$ cat src/design/mht_pkg.sv
// Shared types, constants and helpers of the multichannel hysteresis thermostat.
// No dependencies; every other design file imports this package.
package mht_pkg;

  // Table geometry.
  localparam int UNITS    = 4;
  localparam int CHANNELS = 8;
  localparam int ENTRIES  = UNITS * CHANNELS;
  localparam int ADDR_W   = (ENTRIES > 1) ? $clog2(ENTRIES) : 1;

  // Command queue between the front and the back.
  localparam int QUEUE_DEPTH = 2;
  localparam int QPTR_W      = (QUEUE_DEPTH > 1) ? $clog2(QUEUE_DEPTH) : 1;
  localparam int QCNT_W      = $clog2(QUEUE_DEPTH + 1);

  // Configuration register indexes.
  localparam logic [1:0] REG_LOW_THRESHOLD  = 2'd0;
  localparam logic [1:0] REG_HIGH_THRESHOLD = 2'd1;
  localparam logic [1:0] REG_CAL_OFFSET     = 2'd2;
  localparam logic [1:0] REG_ENABLE_MASK    = 2'd3;

  // Operation codes of an input item.
  localparam logic OP_SAMPLE   = 1'b0;
  localparam logic OP_SET_MODE = 1'b1;

  // Entry mode codes.
  localparam logic [1:0] MODE_NORMAL     = 2'd0;
  localparam logic [1:0] MODE_FORCED_ON  = 2'd1;
  localparam logic [1:0] MODE_FORCED_OFF = 2'd2;

  // Sample fault handling, in tenths of a degree.
  localparam logic signed [11:0] FAULT_LIMIT_TENTHS = -12'sd400;
  localparam logic signed [12:0] FAULT_VALUE_TENTHS = -13'sd3000;

  // What the back has to do with a queued command.
  typedef enum logic [1:0] {
    KIND_SAMPLE = 2'd0,
    KIND_MODE   = 2'd1,
    KIND_IGNORE = 2'd2,
    KIND_NONE   = 2'd3
  } kind_e;

  // Classified command handed from the front to the back.
  typedef struct packed {
    kind_e                   kind;
    logic [ADDR_W-1:0]       addr;
    logic [2:0]              chan;
    logic signed [12:0]      temp;
    logic [1:0]              mode;
  } cmd_t;

  // One thermostat entry as kept in the table memory.
  typedef struct packed {
    logic               on;
    logic signed [12:0] temp;
    logic [15:0]        toggles;
    logic               dirty;
    logic [1:0]         mode;
  } entry_t;

  localparam entry_t ENTRY_RESET = '{
    on:      1'b1,
    temp:    13'sd0,
    toggles: 16'd0,
    dirty:   1'b1,
    mode:    MODE_NORMAL
  };

  // Shared configuration registers.
  typedef struct packed {
    logic signed [7:0] low_threshold;
    logic signed [7:0] high_threshold;
    logic signed [7:0] cal_offset;
    logic [7:0]        enable_mask;
  } cfg_t;

  // Queue status seen by the front and the back.
  typedef struct packed {
    logic empty;
    logic full;
  } qstat_t;

  // Whole degrees to tenths by shift and add: 8x + 2x.
  function automatic logic signed [11:0] times_ten(input logic signed [7:0] deg);
    logic signed [11:0] ext;
    ext = {{4{deg[7]}}, deg};
    return (ext <<< 3) + (ext <<< 1);
  endfunction

endpackage

$ cat src/design/mht_front.sv
// Front end: takes input items, checks the entry index and prepares the
// stored temperature. Depends on mht_pkg.
module mht_front import mht_pkg::*; (
  input  logic               start_i,
  output logic               busy_o,
  input  logic               op_i,
  input  logic [1:0]         unit_index_i,
  input  logic [2:0]         channel_index_i,
  input  logic signed [11:0] sample_tenths_i,
  input  logic [1:0]         new_mode_i,
  input  cfg_t               cfg_i,
  input  qstat_t             qstat_i,
  output logic               push_o,
  output cmd_t               cmd_o
);

  logic               in_range;
  logic signed [12:0] cal_temp;

  // The front stalls only when the queue has no free slot.
  assign busy_o = qstat_i.full;
  assign push_o = start_i && !qstat_i.full;

  assign in_range = (int'(unit_index_i) < UNITS) && (int'(channel_index_i) < CHANNELS);

  // Calibrated temperature, or the fault marker for a sample below the limit.
  always_comb begin
    if (sample_tenths_i < FAULT_LIMIT_TENTHS) begin
      cal_temp = FAULT_VALUE_TENTHS;
    end else begin
      cal_temp = {sample_tenths_i[11], sample_tenths_i}
               + {{5{cfg_i.cal_offset[7]}}, cfg_i.cal_offset};
    end
  end

  // Classify the item for the back.
  always_comb begin
    cmd_o.addr = ADDR_W'(int'(unit_index_i) * CHANNELS + int'(channel_index_i));
    cmd_o.chan = channel_index_i;
    cmd_o.temp = cal_temp;
    cmd_o.mode = new_mode_i;
    if (!in_range) begin
      cmd_o.kind = KIND_NONE;
    end else if (op_i == OP_SAMPLE) begin
      cmd_o.kind = KIND_SAMPLE;
    end else if (new_mode_i == MODE_NORMAL || new_mode_i == MODE_FORCED_ON
                 || new_mode_i == MODE_FORCED_OFF) begin
      cmd_o.kind = KIND_MODE;
    end else begin
      cmd_o.kind = KIND_IGNORE;
    end
  end

endmodule

$ cat src/design/mht_queue.sv
// Short command queue between the front and the back.
// Depends on mht_pkg for the command type and the depth.
module mht_queue import mht_pkg::*; (
  input  logic   clk_i,
  input  logic   rst_ni,
  input  logic   push_i,
  input  cmd_t   cmd_i,
  input  logic   pop_i,
  output cmd_t   head_o,
  output qstat_t qstat_o
);

  cmd_t              slot_q [QUEUE_DEPTH];
  logic [QPTR_W-1:0] wr_ptr_q, wr_ptr_d;
  logic [QPTR_W-1:0] rd_ptr_q, rd_ptr_d;
  logic [QCNT_W-1:0] count_q, count_d;

  assign head_o        = slot_q[rd_ptr_q];
  assign qstat_o.empty = (count_q == '0);
  assign qstat_o.full  = (count_q == QCNT_W'(QUEUE_DEPTH));

  // Pointer and fill count updates.
  always_comb begin
    wr_ptr_d = wr_ptr_q;
    rd_ptr_d = rd_ptr_q;
    count_d  = count_q;
    if (push_i) begin
      wr_ptr_d = (wr_ptr_q == QPTR_W'(QUEUE_DEPTH - 1)) ? '0 : wr_ptr_q + 1'b1;
    end
    if (pop_i) begin
      rd_ptr_d = (rd_ptr_q == QPTR_W'(QUEUE_DEPTH - 1)) ? '0 : rd_ptr_q + 1'b1;
    end
    if (push_i && !pop_i) begin
      count_d = count_q + 1'b1;
    end else if (pop_i && !push_i) begin
      count_d = count_q - 1'b1;
    end
  end

  always_ff @(posedge clk_i or negedge rst_ni) begin
    if (!rst_ni) begin
      wr_ptr_q <= '0;
      rd_ptr_q <= '0;
      count_q  <= '0;
    end else begin
      wr_ptr_q <= wr_ptr_d;
      rd_ptr_q <= rd_ptr_d;
      count_q  <= count_d;
    end
  end

  // Slot storage holds payload only.
  always_ff @(posedge clk_i) begin
    if (push_i) begin
      slot_q[wr_ptr_q] <= cmd_i;
    end
  end

`ifndef NO_ASSERTIONS
  a_no_push_full: assert property (@(posedge clk_i) disable iff (!rst_ni)
    push_i |-> !qstat_o.full)
    else $error("command transfer into a full queue");
  a_no_pop_empty: assert property (@(posedge clk_i) disable iff (!rst_ni)
    pop_i |-> !qstat_o.empty)
    else $error("command taken from an empty queue");
  a_count_grows: assert property (@(posedge clk_i) disable iff (!rst_ni)
    (push_i && !pop_i) |=> (count_q == $past(count_q) + 1'b1))
    else $error("queue fill count did not follow a push");
`endif

endmodule

$ cat src/design/mht_back.sv
// Back end: reads a thermostat entry, applies the hysteresis control or mode
// change, writes the entry back and issues the result. Depends on mht_pkg.
module mht_back import mht_pkg::*; (
  input  logic               clk_i,
  input  logic               rst_ni,
  input  cfg_t               cfg_i,
  input  cmd_t               head_i,
  input  qstat_t             qstat_i,
  output logic               pop_o,
  output logic               done_o,
  output logic               output_on_o,
  output logic signed [12:0] stored_tenths_o,
  output logic [15:0]        toggle_count_o,
  output logic               dirty_o,
  output logic               changed_now_o
);

  typedef enum logic [1:0] {
    ST_IDLE = 2'b01,
    ST_EXEC = 2'b10
  } state_e;

  state_e              state_q, state_d;
  entry_t              mem [ENTRIES];
  entry_t              rd_q;
  logic [ENTRIES-1:0]  valid_q;
  logic                rd_valid_q;
  cmd_t                cmd_q;
  entry_t              ent;
  entry_t              nxt;
  logic                chg;
  logic                we;
  logic signed [11:0]  lo_x10;
  logic signed [11:0]  hi_x10;
  logic signed [12:0]  lo_tenths;
  logic signed [12:0]  hi_tenths;
  logic                on_cond;
  logic                off_cond;
  logic                done_q;
  logic                on_q;
  logic signed [12:0]  temp_q;
  logic [15:0]         toggles_q;
  logic                dirty_q;
  logic                chg_q;

  // Sequencer: the entry is read when the command is taken from the queue and updated in the cycle after.
  assign pop_o = (state_q == ST_IDLE) && !qstat_i.empty;
  assign we    = (state_q == ST_EXEC) && (cmd_q.kind != KIND_NONE);

  always_comb begin
    case (state_q)
      ST_IDLE: state_d = pop_o ? ST_EXEC : ST_IDLE;
      ST_EXEC: state_d = ST_IDLE;
      default: state_d = ST_IDLE;
    endcase
  end

  always_ff @(posedge clk_i or negedge rst_ni) begin
    if (!rst_ni) begin
      state_q <= ST_IDLE;
    end else begin
      state_q <= state_d;
    end
  end

  // Entry memory with a registered read port.
  always_ff @(posedge clk_i) begin
    if (we) begin
      mem[cmd_q.addr] <= nxt;
    end
    if (pop_o) begin
      rd_q  <= mem[head_i.addr];
      cmd_q <= head_i;
    end
  end

  // Valid bits: an entry never written reads as its reset value.
  always_ff @(posedge clk_i or negedge rst_ni) begin
    if (!rst_ni) begin
      valid_q    <= '0;
      rd_valid_q <= 1'b0;
    end else begin
      if (we) begin
        valid_q[cmd_q.addr] <= 1'b1;
      end
      if (pop_o) begin
        rd_valid_q <= valid_q[head_i.addr];
      end
    end
  end

  assign ent = rd_valid_q ? rd_q : ENTRY_RESET;

  // Hysteresis thresholds in tenths of a degree.
  assign lo_x10    = times_ten(cfg_i.low_threshold);
  assign hi_x10    = times_ten(cfg_i.high_threshold);
  assign lo_tenths = {lo_x10[11], lo_x10};
  assign hi_tenths = {hi_x10[11], hi_x10};

  assign on_cond  = (ent.mode == MODE_FORCED_ON)
                 || ((ent.mode == MODE_NORMAL) && (cmd_q.temp <= lo_tenths));
  assign off_cond = (ent.mode == MODE_FORCED_OFF) || (cmd_q.temp >= hi_tenths);

  // Entry update for the command in flight.
  always_comb begin
    nxt = ent;
    chg = 1'b0;
    case (cmd_q.kind)
      KIND_SAMPLE: begin
        nxt.temp = cmd_q.temp;
        if (cmd_q.temp != ent.temp) begin
          chg = 1'b1;
        end
        if (cfg_i.enable_mask[cmd_q.chan]) begin
          if (on_cond) begin
            nxt.on = 1'b1;
          end else if (off_cond) begin
            nxt.on = 1'b0;
          end
        end
        if (nxt.on != ent.on) begin
          nxt.toggles = ent.toggles + 16'd1;
          chg         = 1'b1;
        end
      end
      KIND_MODE: begin
        if (cmd_q.mode != ent.mode) begin
          nxt.mode = cmd_q.mode;
          chg      = 1'b1;
        end
      end
      default: begin
      end
    endcase
    nxt.dirty = ent.dirty | chg;
  end

  // Result register: shown for exactly one cycle after the update.
  always_ff @(posedge clk_i or negedge rst_ni) begin
    if (!rst_ni) begin
      done_q <= 1'b0;
    end else begin
      done_q <= (state_q == ST_EXEC);
    end
  end

  always_ff @(posedge clk_i) begin
    if (state_q == ST_EXEC) begin
      if (cmd_q.kind == KIND_NONE) begin
        on_q      <= 1'b0;
        temp_q    <= '0;
        toggles_q <= '0;
        dirty_q   <= 1'b0;
        chg_q     <= 1'b0;
      end else begin
        on_q      <= nxt.on;
        temp_q    <= nxt.temp;
        toggles_q <= nxt.toggles;
        dirty_q   <= nxt.dirty;
        chg_q     <= chg;
      end
    end
  end

  assign done_o          = done_q;
  assign output_on_o     = on_q;
  assign stored_tenths_o = temp_q;
  assign toggle_count_o  = toggles_q;
  assign dirty_o         = dirty_q;
  assign changed_now_o   = chg_q;

`ifndef NO_ASSERTIONS
  a_done_after_exec: assert property (@(posedge clk_i) disable iff (!rst_ni)
    (state_q == ST_EXEC) |=> done_q)
    else $error("update cycle gave no result strobe");
  a_done_only_after_exec: assert property (@(posedge clk_i) disable iff (!rst_ni)
    done_q |-> $past(state_q == ST_EXEC))
    else $error("result strobe without an update cycle");
  a_pop_starts_exec: assert property (@(posedge clk_i) disable iff (!rst_ni)
    pop_o |=> (state_q == ST_EXEC))
    else $error("command taken from the queue but not carried out");
  a_changed_sets_dirty: assert property (@(posedge clk_i) disable iff (!rst_ni)
    (done_q && chg_q) |-> dirty_q)
    else $error("entry changed without its dirty flag");
`endif

endmodule

$ cat src/design/multichannel_hysteresis_thermostat.sv
// Multichannel hysteresis thermostat: with the queue empty, the back reads the entry after the
// item transfer, then writes it and the result register, which raises the strobe; the result
// is taken while the strobe is high. The back takes a new item only after it has updated the
// entry of the last one, so a queued item waits for the read and update of each item ahead.
// Reset clears the entry valid bits at once, so no clearing pass runs; the
// registers return to their defaults. The receiver cannot stall results.
module multichannel_hysteresis_thermostat import mht_pkg::*; (
  input  logic               clk_i,
  input  logic               rst_ni,
  input  logic               start_i,
  output logic               busy_o,
  input  logic               op_i,
  input  logic [1:0]         unit_index_i,
  input  logic [2:0]         channel_index_i,
  input  logic signed [11:0] sample_tenths_i,
  input  logic [1:0]         new_mode_i,
  output logic               done_o,
  output logic               output_on_o,
  output logic signed [12:0] stored_tenths_o,
  output logic [15:0]        toggle_count_o,
  output logic               dirty_o,
  output logic               changed_now_o,
  input  logic               cfg_valid_i,
  output logic               cfg_ready_o,
  input  logic [1:0]         cfg_index_i,
  input  logic [7:0]         cfg_data_i
);

  cfg_t   cfg_q;
  qstat_t qstat;
  logic   push;
  logic   pop;
  cmd_t   cmd_in;
  cmd_t   cmd_head;

  // Configuration registers; a write transfer is always taken.
  assign cfg_ready_o = 1'b1;

  always_ff @(posedge clk_i or negedge rst_ni) begin
    if (!rst_ni) begin
      cfg_q.low_threshold  <= 8'sd20;
      cfg_q.high_threshold <= 8'sd22;
      cfg_q.cal_offset     <= 8'sd0;
      cfg_q.enable_mask    <= 8'hFF;
    end else if (cfg_valid_i && cfg_ready_o) begin
      case (cfg_index_i)
        REG_LOW_THRESHOLD:  cfg_q.low_threshold  <= cfg_data_i;
        REG_HIGH_THRESHOLD: cfg_q.high_threshold <= cfg_data_i;
        REG_CAL_OFFSET:     cfg_q.cal_offset     <= cfg_data_i;
        REG_ENABLE_MASK:    cfg_q.enable_mask    <= cfg_data_i;
        default: begin
        end
      endcase
    end
  end

  mht_front u_front (
    .start_i         (start_i),
    .busy_o          (busy_o),
    .op_i            (op_i),
    .unit_index_i    (unit_index_i),
    .channel_index_i (channel_index_i),
    .sample_tenths_i (sample_tenths_i),
    .new_mode_i      (new_mode_i),
    .cfg_i           (cfg_q),
    .qstat_i         (qstat),
    .push_o          (push),
    .cmd_o           (cmd_in)
  );

  mht_queue u_queue (
    .clk_i   (clk_i),
    .rst_ni  (rst_ni),
    .push_i  (push),
    .cmd_i   (cmd_in),
    .pop_i   (pop),
    .head_o  (cmd_head),
    .qstat_o (qstat)
  );

  mht_back u_back (
    .clk_i           (clk_i),
    .rst_ni          (rst_ni),
    .cfg_i           (cfg_q),
    .head_i          (cmd_head),
    .qstat_i         (qstat),
    .pop_o           (pop),
    .done_o          (done_o),
    .output_on_o     (output_on_o),
    .stored_tenths_o (stored_tenths_o),
    .toggle_count_o  (toggle_count_o),
    .dirty_o         (dirty_o),
    .changed_now_o   (changed_now_o)
  );

endmodule

$ cat config.mk
export PLATFORM = sky130hd
export DESIGN_NAME = multichannel_hysteresis_thermostat
export DESIGN_NICKNAME = d
export VERILOG_FILES = /design/src/design/mht_pkg.sv /design/src/design/mht_front.sv /design/src/design/mht_queue.sv /design/src/design/mht_back.sv /design/src/design/multichannel_hysteresis_thermostat.sv
export SDC_FILE = /design/constraint.sdc
export NUM_CORES = 2
export LEC_CHECK = 0
export BUFFER_PORTS_ARGS = -buffer_cell sky130_fd_sc_hd__clkbuf_2
export CAP_MARGIN = 10
export CORE_ASPECT_RATIO = 1.1
export CORE_MARGIN = 1.5
export CORE_UTILIZATION = 40
export CTS_CLUSTER_SIZE = 10
export DETAILED_ROUTE_END_ITERATION = 6
export PLACE_DENSITY_LB_ADDON = 0.05
export SLEW_MARGIN = 30
export SYNTH_ARGS = -nofsm -noshare
export SYNTH_HDL_FRONTEND = slang
export SYNTH_SLANG_ARGS = --single-unit
export TNS_END_PERCENT = 10
$ cat constraint.sdc
create_clock -name clk_i -period 6.1 [get_ports clk_i]
set_input_delay 0.305 -clock clk_i [delete_from_list [all_inputs] [get_ports clk_i]]
set_output_delay 0.305 -clock clk_i [all_outputs]
set_load 0.01 [all_outputs]
==> impl_summary.log <==
[metrics] result of the run: finished clean
[metrics] summed instance area of the synthesized netlist: 52,300 µm²
[metrics] TritonCTS clock tree: done
[metrics] cts bufs inserted: 148
[metrics] total power consumption of the routed design: 0.0290 W
[metrics] total number of clock tree sinks: 1,259
[metrics] count of final max-slew check failures: 0
[metrics] Final TNS setup: 0 ns
[metrics] total power per unit cell area: 483 nW/µm²
[metrics] worst-path fanout max: 32
[metrics] number of flops mapped to enable cells by yosys: 1,187
[metrics] count of port buffers added during placement: 67
[metrics] HPWL reported at the end of detailed placement: 90,300 µm
[metrics] required time at the endpoint of the critical path: 6.67 ns
[metrics] Std-Cell Rows: 139
[metrics] global-route wire length before repair: 238,000 µm
[metrics] number of cells after detailed placement: 5,726
[metrics] clock skew: 0.0273 ns
[metrics] met3 track demand over resource in global routing: 0.0431
[metrics] Worst Hold Class: in2reg
[metrics] cell type of the slowest stage on the worst timing path: sky130_fd_sc_hd__o221a_1
[metrics] clock latency on the worst-skew pair: 0.78 ns
[metrics] Synth Area per Inst: 12.8 µm²
[metrics] top library cells by usage in the layout, fill and taps aside: sky130_fd_sc_hd__edfxtp_1, sky130_fd_sc_hd__nand2_1, sky130_fd_sc_hd__nand3_1, sky130_fd_sc_hd__a311oi_1, sky130_fd_sc_hd__clkbuf_16
[metrics] area added between synthesis and finish: 14.7%
[metrics] timing-limited maximum frequency: 196 MHz
[metrics] kind of critical path: reg2reg
[metrics] final worst path period need: 5.09 ns
[metrics] routability congestion estimate: 0.794
[metrics] share of post-route cells with drive strength above 1: 0.129
[metrics] horizontal extent of the die: 348 µm
[metrics] worst rel slew slack: 0.339
[metrics] Yosys warnings: 0
[metrics] aggregate global-route resource usage: 0.250
[metrics] Seq/Total Area, Yosys: 0.716
[metrics] non-filler cells, final: 5,967
[metrics] total of fill cells in the finished design: 11,700
[metrics] most utilized layer in the global route result: met2
[metrics] Max H-tree Level: 4
[metrics] data arrival time of the worst path: 5.66 ns
[metrics] count of unresolved DRC violations after routing: 0
[metrics] final count of negative-setup-slack endpoints: 0
[metrics] Die Ht: 382 µm
[metrics] worst path cell trace: ha_1 > fa_1 > a21oi_1 > nor2_1 > nor2_1 > o21bai_1 > a21oi_1 > xor2_1 > ha_1 > and3_1 > a41o_1 > o31ai_1 > a31oi_1 > o221a_1 > buf_4 > mux2i_4 > mux2i_2 > buf_4
[metrics] highest cell delay on the worst timing path: 0.87 ns
[metrics] fraction of registers with async set or reset after synthesis: 0.0572
[metrics] critical path endpoint category: register
[metrics] Total Die Area: 133,000 µm²
[metrics] antenna violations before repair: 4
[metrics] maximum number of pins on one net before global-route repair: 145
[metrics] met2 track demand over resource in global routing: 0.403
[metrics] max cap viols: 0
[metrics] WHS: 0.0666 ns
[metrics] clock transition at the register clock pins on the worst setup and hold paths after CTS: 0.05 ns
[metrics] number of global-route vias before repair: 32,600
[metrics] maximum root-to-sink buffer count: 3
[metrics] buffer cell driving the clock tree root: sky130_fd_sc_hd__clkbuf_16
[metrics] synthesized flop and latch total: 1,259
[metrics] initial core utilization: 0.402
[metrics] Leakage Power: 21.4 nW
[metrics] setup repair after global routing missed its margin: false
[metrics] count of vias placed by the detailed router: 33,900
[metrics] Fin. Hold Viols: 0
[metrics] post-route clock period utilization: 0.834
[metrics] post-synthesis cell count: 4,097
[metrics] Cell variety after synth: 71
[metrics] overall routed net length: 167,000 µm
[metrics] total iterations of the first detailed-routing run: 5
[metrics] Via density: 5.68
[metrics] maximum vdd ir drop: 0.000445 V
[metrics] number of buffers added for setup after CTS: 0
[metrics] per-cell routed wire length: 28.0 µm
[metrics] global routing met1 resource utilization: 0.347
[metrics] Critical Path Start Type: register
[metrics] violation count after the first detailed-route iteration: 3,355
[metrics] number of nets in the synthesized netlist: 4,186
[metrics] prevailing post-synth register cell: sky130_fd_sc_hd__edfxtp_1
[metrics] most common library cell in the layout ignoring fill and taps: sky130_fd_sc_hd__edfxtp_1
[metrics] Routed Antenna Nets: 0
[metrics] Ports: 69
[metrics] Congestion Overflow GR: 0
[metrics] Worst Tran Pin Value: 0.989 ns
[metrics] net count reported at finish: 4,298
[metrics] core area: 130,000 µm²
==> power breakdown <==
group          leakage (nW)  switching [W]  internal (W)  total [W]
clock network          2.03        0.00341       0.00457    0.00798
logic                  7.55        0.00642       0.00266    0.00909
registers              11.8       0.000554        0.0114     0.0119
==> final cells by class <==
cell class / instances / area [µm²] / share of cell area
clock buffer: 199 / 4030 / 0.0672
clock inverter: 16 / 151 / 0.00252
multi-input combinational: 2548 / 14100 / 0.234
tap: 1692 / 2120 / 0.0353
timing repair buffer: 220 / 2050 / 0.0341
antenna: 1 / 2.50 / 0.0000417
inverter: 32 / 139 / 0.00231
sequential: 1259 / 37500 / 0.624
==> synthesized netlist by cell type (3+ instances only) <==
master / count / area, µm²
sky130_fd_sc_hd__nand2_1: 1168 / 4380
sky130_fd_sc_hd__mux2i_1: 40 / 400
sky130_fd_sc_hd__nor2b_1: 3 / 18.8
sky130_fd_sc_hd__nand2b_1: 21 / 131
sky130_fd_sc_hd__buf_4: 4 / 30.0
sky130_fd_sc_hd__nor3_1: 10 / 50.1
sky130_fd_sc_hd__a31oi_1: 36 / 225
sky130_fd_sc_hd__or2_2: 33 / 206
sky130_fd_sc_hd__o21bai_1: 6 / 45.0
sky130_fd_sc_hd__a21o_1: 39 / 293
sky130_fd_sc_hd__xnor2_1: 18 / 158
sky130_fd_sc_hd__nand4_1: 13 / 81.3
sky130_fd_sc_hd__fa_1: 3 / 60.1
sky130_fd_sc_hd__dfrtp_1: 58 / 1450
sky130_fd_sc_hd__a21oi_1: 37 / 185
sky130_fd_sc_hd__mux2i_4: 4 / 90.1
sky130_fd_sc_hd__a311oi_1: 172 / 1510
sky130_fd_sc_hd__or3_1: 6 / 37.5
sky130_fd_sc_hd__nand3_1: 570 / 2850
sky130_fd_sc_hd__a22o_1: 3 / 26.3
sky130_fd_sc_hd__nand3b_1: 6 / 45.0
sky130_fd_sc_hd__inv_1: 31 / 116
sky130_fd_sc_hd__and2_1: 13 / 81.3
sky130_fd_sc_hd__buf_1: 18 / 67.6
sky130_fd_sc_hd__a21boi_0: 3 / 22.5
sky130_fd_sc_hd__ha_1: 52 / 651
sky130_fd_sc_hd__o31ai_1: 4 / 30.0
sky130_fd_sc_hd__clkbuf_1: 137 / 514
sky130_fd_sc_hd__o21ai_0: 25 / 125
sky130_fd_sc_hd__edfxtp_1: 1187 / 35600
sky130_fd_sc_hd__mux2_2: 51 / 574
sky130_fd_sc_hd__nor4_1: 3 / 18.8
sky130_fd_sc_hd__dfstp_2: 14 / 368
sky130_fd_sc_hd__xor2_1: 12 / 105
sky130_fd_sc_hd__and3_1: 79 / 494
sky130_fd_sc_hd__buf_2: 98 / 490
sky130_fd_sc_hd__o211ai_1: 5 / 37.5
sky130_fd_sc_hd__nor2_1: 71 / 267
==> per-stage QoR <==
stage	utilization	worst slack, ns	area [µm²]
2_1_floorplan	-	1.38	52300
3_3_place_gp	0.425	1.05	55300
3_5_place_dp	0.427	1.10	55600
4_1_cts	0.461	1.07	60000
5_1_grt	0.461	0.745	60000
6_report	0.461	1.01	60000
==> flip-flops by register name, summed over array words and instances (netlist names) <==
| signal | count |
|---|---|
| u_back.output_on_o | 1 |
| u_back.rd_q | 33 |
| u_queue.wr_ptr_q | 1 |
| u_queue.slot_q | 44 |
| u_back.state_q | 2 |
| u_back.done_o | 1 |
| u_queue.rd_ptr_q | 1 |
| u_back.changed_now_o | 1 |
| u_back.valid_q | 32 |
| cfg_q | 32 |
| u_back.mem | 1056 |
| u_back.rd_valid_q | 1 |
| u_queue.count_q | 2 |
| u_back.toggle_count_o | 16 |
| u_back.stored_tenths_o | 13 |
| u_back.dirty_o | 1 |
| u_back.cmd_q | 22 |
==> kinds of logic after synthesis <==
group | after synthesis | share of synthesized area
buf+inv | 290 | 0.0236
flops | 1259 | 0.716
fa+ha+maj | 55 | 0.0136
simple gates | 2011 | 0.168
compound gates | 351 | 0.0514
mux | 100 | 0.0220
other cells | 1 | 0.0000717
xor+xnor | 30 | 0.00502
==> worst max-delay path, delay by kind of cell (launching register included) <==
family	cells	cell delay, ns
compound gates	7	1.91
simple gates	3	0.41
xor+xnor	1	0.09
buf+inv	2	0.63
mux	2	0.52
fa+ha+maj	3	0.91
flops	1	0.40
==> worst paths after layout <==
check	cells after the start	end	start	slack, ns
max in group asynchronous	4	cfg_q[31]$_DFFE_PN0P_	rst_ni	4.38
hold / removal	3	u_queue.slot_q[0][3]$_DFFE_PP_	sample_tenths_i[1]	0.07
setup reg to reg	18	u_back.mem[25][14]$_DFFE_PP_	cfg_q[24]$_DFFE_PN0P_	1.01
hold reg to reg	1	u_back.valid_q[6]$_DFFE_PN0P_	u_back.valid_q[6]$_DFFE_PN0P_	0.47
setup / recovery	18	u_back.mem[25][14]$_DFFE_PP_	cfg_q[24]$_DFFE_PN0P_	1.01
min in group asynchronous	3	cfg_q[28]$_DFFE_PN1P_	rst_ni	0.57
==> layer usage <==
| metal | up-vias | part of all wire |
|---|---|---|
| li1 | 15200 | - |
| met4 | 2 | 0.024 |
| met2 | 1080 | 0.47 |
| met5 | - | 0.000078 |
| met3 | 243 | 0.060 |
| met1 | 17400 | 0.44 |
==> what timing repair did <==
action | in CTS | in global routing
gates resized for setup | 0 | 0
hold buffers | 23 | 0
endpoints found under the hold margin | 112 | 0
No activity file was read; power rests on OpenSTA's default activity.
